$ cat config.mk
export PLATFORM = sky130hd
export DESIGN_NAME = pcrb_ctrl
export DESIGN_NICKNAME = d
export VERILOG_FILES = /design/src/hw/rtl/pcrb_pkg.sv /design/src/hw/rtl/pcrb_ctrl.sv
export SDC_FILE = /design/constraint.sdc
export NUM_CORES = 1
export LEC_CHECK = 0
export BUFFER_PORTS_ARGS = -buffer_cell sky130_fd_sc_hd__buf_4
export CAP_MARGIN = 20
export CORE_MARGIN = 4
export CORE_UTILIZATION = 56
export DETAILED_ROUTE_END_ITERATION = 7
export GPL_TIMING_DRIVEN = 0
export PLACE_DENSITY = 0.87
export SYNTH_ARGS = -nofsm -noshare
export SYNTH_HDL_FRONTEND = slang
export SYNTH_SLANG_ARGS = --single-unit
$ cat constraint.sdc
create_clock -name i_clk -period 4.41 [get_ports i_clk]
set_input_delay 0.882 -clock i_clk [delete_from_list [all_inputs] [get_ports i_clk]]
set_output_delay 0.882 -clock i_clk [all_outputs]
set_load 0.01 [all_outputs]
$ cat src/hw/rtl/pcrb_pkg.sv
// Shared types, constants and helpers for the packet coalescing ring buffer.
// Used by pcrb_ctrl, pcrb_dp and the packet_coalescing_ring_buffer top level.
package pcrb_pkg;

    localparam int RING_BYTES   = 8192;
    localparam int MARKER_BYTES = 4;
    localparam int STORE_DEPTH  = RING_BYTES + MARKER_BYTES;
    localparam int PW           = $clog2(STORE_DEPTH + MARKER_BYTES + 1);
    localparam int SW           = PW + 3;
    localparam int CW           = 12;
    localparam int LW           = 11;
    localparam int RLW          = 12;

    localparam logic [CW-1:0] COAL_RESET = CW'(1200);
    localparam logic [CW-1:0] THR_RESET  = CW'(1024);

    localparam logic [1:0] FUNC_BYTE  = 2'd0;
    localparam logic [1:0] FUNC_FLUSH = 2'd1;
    localparam logic [1:0] FUNC_READ  = 2'd2;
    localparam logic [1:0] FUNC_NONE  = 2'd3;

    localparam logic [2:0] ST_STORED   = 3'd0;
    localparam logic [2:0] ST_REJECTED = 3'd1;
    localparam logic [2:0] ST_BYTE_OUT = 3'd2;
    localparam logic [2:0] ST_NO_DATA  = 3'd3;
    localparam logic [2:0] ST_SKIPPED  = 3'd4;
    localparam logic [2:0] ST_DROPPED  = 3'd5;
    localparam logic [2:0] ST_FLUSHED  = 3'd6;

    localparam logic CFG_COAL = 1'b0;
    localparam logic CFG_THR  = 1'b1;

    typedef struct packed {
        logic [1:0]    func;
        logic          msg_start;
        logic [LW-1:0] msg_len;
        logic [7:0]    data_byte;
    } t_in;

    typedef struct packed {
        logic [2:0]    status;
        logic [7:0]    out_byte;
        logic          last_of_packet;
        logic [PW-1:0] store_addr;
    } t_out;

    typedef enum logic [4:0] {
        OP_NONE,
        OP_RSV_TAKE,
        OP_WRITE,
        OP_EP_FLUSH,
        OP_EP_WRAP,
        OP_EP_MARK,
        OP_EP_PEND,
        OP_MK_WR,
        OP_MK_WR_FIN,
        OP_RD_INIT,
        OP_MK_RD,
        OP_RD_EVAL,
        OP_RD_BYTE,
        OP_RD_CAP,
        OP_RD_CAP3,
        OP_RD_LAST
    } t_op;

    typedef struct packed {
        logic       accept;
        t_op        op;
        logic       emit;
        logic [2:0] status;
    } t_cmd;

    typedef struct packed {
        logic [1:0] func;
        logic       msg_start;
        logic       len_zero;
        logic       open_zero;
        logic       open_one;
        logic       over_limit;
        logic       rsv_ok;
        logic       pe_ne_cp;
        logic       ep_wrap;
        logic       ep_small;
        logic       ep_commit;
        logic       k_last;
        logic       rl_zero;
        logic       rp_eq_cp;
        logic       mk_small;
    } t_sts;

    // Reduces an offset below twice the store depth into the store.
    function automatic logic [PW-1:0] ring_at(input logic [PW:0] x);
        logic [PW:0] r;
        begin
            if (x >= (PW+1)'(STORE_DEPTH)) begin
                r = x - (PW+1)'(STORE_DEPTH);
            end else begin
                r = x;
            end
            return r[PW-1:0];
        end
    endfunction

endpackage

$ cat src/hw/rtl/pcrb_ctrl.sv
// Controller state machine of the packet coalescing ring buffer.
// Depends on pcrb_pkg; drives pcrb_dp through command and status structs.
module pcrb_ctrl (
    input  logic           i_clk,
    input  logic           i_rst_n,
    input  logic           start,
    output logic           busy,
    input  pcrb_pkg::t_sts i_sts,
    output pcrb_pkg::t_cmd o_cmd
);

    typedef enum logic [4:0] {
        S_IDLE, S_DISP, S_RSV0, S_RSV2, S_WR, S_FLUSH, S_EP_TEST, S_MKW_WRAP,
        S_EP_SIZE, S_MKW_SIZE, S_RD, S_MKR, S_MKR_END, S_RD_EVAL, S_RDB,
        S_RDC, S_RDL
    } t_state;

    typedef enum logic [1:0] {RET_RSV, RET_REJ, RET_FLUSH, RET_STORE} t_ret;

    t_state r_state, n_state;
    t_ret   r_ret, n_ret;
    logic   do_ret;

    assign busy = (r_state != S_IDLE);

    always_comb begin
        n_state      = r_state;
        n_ret        = r_ret;
        do_ret       = 1'b0;
        o_cmd        = '0;
        o_cmd.op     = pcrb_pkg::OP_NONE;
        unique case (r_state)
            S_IDLE: begin
                if (start) begin
                    o_cmd.accept = 1'b1;
                    n_state      = S_DISP;
                end
            end
            S_DISP: begin
                case (i_sts.func)
                    pcrb_pkg::FUNC_BYTE: begin
                        if (i_sts.msg_start) begin
                            if (i_sts.len_zero) begin
                                o_cmd.emit   = 1'b1;
                                o_cmd.status = pcrb_pkg::ST_DROPPED;
                                n_state      = S_IDLE;
                            end else begin
                                n_state = S_RSV0;
                            end
                        end else if (i_sts.open_zero) begin
                            o_cmd.emit   = 1'b1;
                            o_cmd.status = pcrb_pkg::ST_DROPPED;
                            n_state      = S_IDLE;
                        end else begin
                            n_state = S_WR;
                        end
                    end
                    pcrb_pkg::FUNC_FLUSH: begin
                        n_ret   = RET_FLUSH;
                        n_state = S_FLUSH;
                    end
                    pcrb_pkg::FUNC_READ: begin
                        n_state = S_RD;
                    end
                    default: begin
                        n_state = S_IDLE;
                    end
                endcase
            end
            S_RSV0: begin
                if (i_sts.over_limit) begin
                    n_ret   = RET_RSV;
                    n_state = S_FLUSH;
                end else begin
                    n_state = S_RSV2;
                end
            end
            S_RSV2: begin
                if (i_sts.rsv_ok) begin
                    o_cmd.op = pcrb_pkg::OP_RSV_TAKE;
                    n_state  = S_WR;
                end else begin
                    n_ret   = RET_REJ;
                    n_state = S_FLUSH;
                end
            end
            S_WR: begin
                o_cmd.op = pcrb_pkg::OP_WRITE;
                if (i_sts.open_one) begin
                    n_ret   = RET_STORE;
                    n_state = S_EP_TEST;
                end else begin
                    o_cmd.emit   = 1'b1;
                    o_cmd.status = pcrb_pkg::ST_STORED;
                    n_state      = S_IDLE;
                end
            end
            S_FLUSH: begin
                if (i_sts.pe_ne_cp) begin
                    o_cmd.op = pcrb_pkg::OP_EP_FLUSH;
                    n_state  = S_EP_TEST;
                end else begin
                    do_ret = 1'b1;
                end
            end
            S_EP_TEST: begin
                if (i_sts.ep_wrap) begin
                    o_cmd.op = pcrb_pkg::OP_EP_WRAP;
                    n_state  = S_MKW_WRAP;
                end else begin
                    n_state = S_EP_SIZE;
                end
            end
            S_MKW_WRAP: begin
                o_cmd.op = pcrb_pkg::OP_MK_WR;
                if (i_sts.k_last) begin
                    n_state = S_EP_SIZE;
                end
            end
            S_EP_SIZE: begin
                if (i_sts.ep_small) begin
                    do_ret = 1'b1;
                end else if (i_sts.ep_commit) begin
                    o_cmd.op = pcrb_pkg::OP_EP_MARK;
                    n_state  = S_MKW_SIZE;
                end else begin
                    o_cmd.op = pcrb_pkg::OP_EP_PEND;
                    do_ret   = 1'b1;
                end
            end
            S_MKW_SIZE: begin
                if (i_sts.k_last) begin
                    o_cmd.op = pcrb_pkg::OP_MK_WR_FIN;
                    do_ret   = 1'b1;
                end else begin
                    o_cmd.op = pcrb_pkg::OP_MK_WR;
                end
            end
            S_RD: begin
                if (!i_sts.rl_zero) begin
                    n_state = S_RDB;
                end else if (i_sts.rp_eq_cp) begin
                    o_cmd.emit   = 1'b1;
                    o_cmd.status = pcrb_pkg::ST_NO_DATA;
                    n_state      = S_IDLE;
                end else begin
                    o_cmd.op = pcrb_pkg::OP_RD_INIT;
                    n_state  = S_MKR;
                end
            end
            S_MKR: begin
                o_cmd.op = pcrb_pkg::OP_MK_RD;
                if (i_sts.k_last) begin
                    n_state = S_MKR_END;
                end
            end
            S_MKR_END: begin
                n_state = S_RD_EVAL;
            end
            S_RD_EVAL: begin
                o_cmd.op = pcrb_pkg::OP_RD_EVAL;
                if (i_sts.mk_small) begin
                    o_cmd.emit   = 1'b1;
                    o_cmd.status = pcrb_pkg::ST_SKIPPED;
                    n_state      = S_IDLE;
                end else begin
                    n_state = S_RDB;
                end
            end
            S_RDB: begin
                o_cmd.op = pcrb_pkg::OP_RD_BYTE;
                n_state  = S_RDC;
            end
            S_RDC: begin
                if (i_sts.rl_zero) begin
                    o_cmd.op = pcrb_pkg::OP_RD_CAP3;
                    n_state  = S_RDL;
                end else begin
                    o_cmd.op     = pcrb_pkg::OP_RD_CAP;
                    o_cmd.emit   = 1'b1;
                    o_cmd.status = pcrb_pkg::ST_BYTE_OUT;
                    n_state      = S_IDLE;
                end
            end
            S_RDL: begin
                o_cmd.op     = pcrb_pkg::OP_RD_LAST;
                o_cmd.emit   = 1'b1;
                o_cmd.status = pcrb_pkg::ST_BYTE_OUT;
                n_state      = S_IDLE;
            end
            default: begin
                n_state = S_IDLE;
            end
        endcase
        if (do_ret) begin
            unique case (r_ret)
                RET_RSV: begin
                    n_state = S_RSV2;
                end
                RET_REJ: begin
                    o_cmd.emit   = 1'b1;
                    o_cmd.status = pcrb_pkg::ST_REJECTED;
                    n_state      = S_IDLE;
                end
                RET_FLUSH: begin
                    o_cmd.emit   = 1'b1;
                    o_cmd.status = pcrb_pkg::ST_FLUSHED;
                    n_state      = S_IDLE;
                end
                RET_STORE: begin
                    o_cmd.emit   = 1'b1;
                    o_cmd.status = pcrb_pkg::ST_STORED;
                    n_state      = S_IDLE;
                end
                default: begin
                    n_state = S_IDLE;
                end
            endcase
        end
    end

    always_ff @(posedge i_clk) begin
        if (!i_rst_n) begin
            r_state <= S_IDLE;
            r_ret   <= RET_FLUSH;
        end else begin
            r_state <= n_state;
            r_ret   <= n_ret;
        end
    end

endmodule

==> impl_metrics.yaml <==
clocking:
  cts-htree-levels: 1
  postCtsHoldBufs: 0
  tritoncts: "yes"
  clk_pin_slew_ns: 0.05
  cts.sinks: 7
  clkLatencyLatePin_ns: 0.25
  numCtsBuffers: 3
  cts_buffer_depth: 2
  post_cts_buffers: 0
  cts_resized: 0
  ctsRootBufferMaster: "clkbuf_4"
route:
  wire_per_inst_um: 16.8
  drtPass1Iterations: 5
  viasPerCell: 6.58
  drtIter0Drc: 146
  ant_nets: 0
  vias: 1427
  drc: 0
  wl_um: 3650
grt:
  grt-ovfl-total: 0
  antenna_found_initial: 0
  grt_start_max_net_pins: 11
  grt_pass1_vias: 1317
  grt_pass1_wl_um: 6040
  grt.total_usage: 0.299
pwr:
  power.density_nw_per_um2: 300
  swShare: 0.471
  combPwrFrac: 0.648
  seqPwrFrac: 0.205
  clkPwrFrac: 0.146
  p_leak_nw: 0.542
  p_int_w: 0.000208
  irDropWorstVdd_uv: 300
  power.switching_w: 0.000185
synthesis:
  syn_inst: 162
  synth_ff_type: "dfxtp_1"
  netlist_area_um2: 1060
  synth.net_count: 181
  synth.avg_cell_area_um2: 6.54
  synth_cell_type_count: 53
  synth_seq_cells: 7
  synth_edf_count: 0
  postSynth.asyncResetShare: 0
  ys_warn_count: 0
  synth-seq-area-share: 0.132
floorplanning:
  die_x_um: 51.5
  rows: 15
  start_util: 0.601
  chipHeight_um: 51.5
  ios: 30
  fp.dieArea_um2: 2650
  fp.coreArea_um2: 1760
timing:
  fmax_ghz: 0.284
  slew-limit-headroom: 0.544
  setup_violations: 0
  worst_slew_pin_slew_ns: 0.678
  maxSlewViolCount: 0
  clock-skew-final_ns: 0.00290
  rsz0062_at_grt: "false"
  hold_violations: 0
  hold_ws_ns: 0.504
  tns_ns: 0
  period_needed_ns: 3.53
  fin_crit_sh: 0.800
run:
  maxCapViolations: 0
critical_path:
  reg2regPathDepth: 6
  crit_path_end_kind: "primary output"
  r2r_end: "r_state[1]"
  arrival_ns: 2.64
  cp_max_fo: 10
  crit_chain: "clkbuf_1, nor4bb_1, a31oi_1, nor3_1, nand2_1, a21boi_0, buf_4"
  timing.reg2reg.setup_slack_ns: 2.07
  start_kind: "flop"
  rr_startpoint: "r_state[0]"
  max_stage_delay_ns: 0.51
  critPathRequiredTime_ns: 3.53
  path_class: "flop to primary output"
  critPathSlowestCell: "nor3_1"
place:
  post_dp_cell_area_um2: 1290
  dp.cells: 213
  gp_congestion: 0.987
  io_buffers: 26
  place_hpwl_um: 2790
finish:
  syn_to_final_growth_pct: 23.8
  nNetsFinal: 212
  drive_gt1_frac: 0.198
  stdcell_count: 217
  diodes: 0
  post-route-util: 0.744
  postLayoutCellArea_um2: 1310
min_path:
  hold_end: "r_ret[0]"
  hold_depth: 2
  hp-class: "flop to flop"
  hp-start: "r_ret[0]"
run_status:
  status: "finished clean"
==> worst max-delay path: cells and delay by family (launching register included) <==
family,cells,cell delay (ns)
AND/OR/NAND/NOR,3,1.04
AO/OA/AOI/OAI,2,0.34
buffers and inverters,2,0.56
flip-flops,1,0.45
==> power by group through the flow <==
stage / Combinational, W / Clock (W) / Sequential (W)
floorplan: 0.000164 / 0 / 0.0000768
global placement: 0.000242 / 0 / 0.0000807
detailed placement: 0.000245 / 0 / 0.0000806
CTS: 0.000248 / 0.0000597 / 0.0000794
global route: 0.000278 / 0.0000646 / 0.0000808
finish: 0.000255 / 0.0000575 / 0.0000808
==> cells by family after synthesis <==
family | share of synthesized area
AOI/OAI and AO/OA | 0.340
xor gates and xnor gates | 0.00827
buffers and inverters | 0.0944
DFF | 0.132
muxes | 0.0189
other | 0.00354
and+or+nand+nor | 0.403
==> registers in the layout, summed over array words and instances, names as in the netlist <==
register and count:
r_ret 2, r_state 5
==> per-layer routing <==
layer  up-vias  share of wire  track usage
li1        660              -            -
met1       626           0.36        0.374
met2       120           0.46        0.481
met3        21           0.15       0.0946
met4         0          0.036        0.105
met5         -              0            0
==> area by class of cell <==
| class | instances | area (µm²) |
|---|---|---|
| timing repair buffer | 26 | 195 |
| tap | 25 | 31.3 |
| sequential | 7 | 140 |
| buffer | 14 | 66.3 |
| fill | 152 | 452 |
| multi-input combinational | 132 | 820 |
| inverter | 9 | 33.8 |
| clock buffer | 4 | 26.3 |
==> how the worst max path moves through the flow <==
stage / start / to / slack (ns) / depth (start not counted)
2_1_floorplan: i_sts[7] / o_cmd[2] / 1.50 / 5
3_3_place_gp: i_sts[7] / o_cmd[2] / 1.21 / 7
3_5_place_dp: i_sts[7] / o_cmd[2] / 1.06 / 7
4_1_cts: r_state[0] / o_cmd[2] / 0.94 / 7
5_1_grt: r_state[0] / o_cmd[2] / 0.59 / 7
6_report: r_state[0] / o_cmd[2] / 0.88 / 7
==> Yosys cell counts (3+ instances only) <==
master    instances  area share
nor2b_1           5       0.030
o21ai_0           9       0.042
nand2b_1          4       0.024
dfxtp_1           7        0.13
a21oi_1           5       0.024
clkbuf_1          9       0.032
a21boi_0          3       0.021
nand2_1          17       0.060
o311ai_0          3       0.025
o31ai_1           3       0.021
nand3_1           9       0.042
inv_1             9       0.032
or3_1             3       0.018
nor3_1           10       0.047
and3_1            3       0.018
nor2_1           16       0.057
a31oi_1           5       0.030
==> cell usage in the layout, fill, tap and decap left out, drive strengths merged, types with 3 or more instances in the layout <==
| cell type | instances |
|---|---|
| buf | 30 |
| and3 | 3 |
| nor2 | 16 |
| nand2b | 4 |
| a31oi | 5 |
| nor2b | 5 |
| clkbuf | 14 |
| or3 | 4 |
| o21ai | 10 |
| a21boi | 3 |
| inv | 9 |
| nor3 | 10 |
| o311ai | 3 |
| nand2 | 17 |
| dfxtp | 7 |
| nand3 | 9 |
| a21oi | 5 |
| o31ai | 3 |
==> per-stage QoR <==
stage	total power, W	setup WS, ns
floorplan	0.000241	1.50
global placement	0.000322	1.21
detailed placement	0.000326	1.06
CTS	0.000387	0.940
global route	0.000423	0.587
finish	0.000393	0.884
Note: power is estimated with default switching activity, not from simulation.
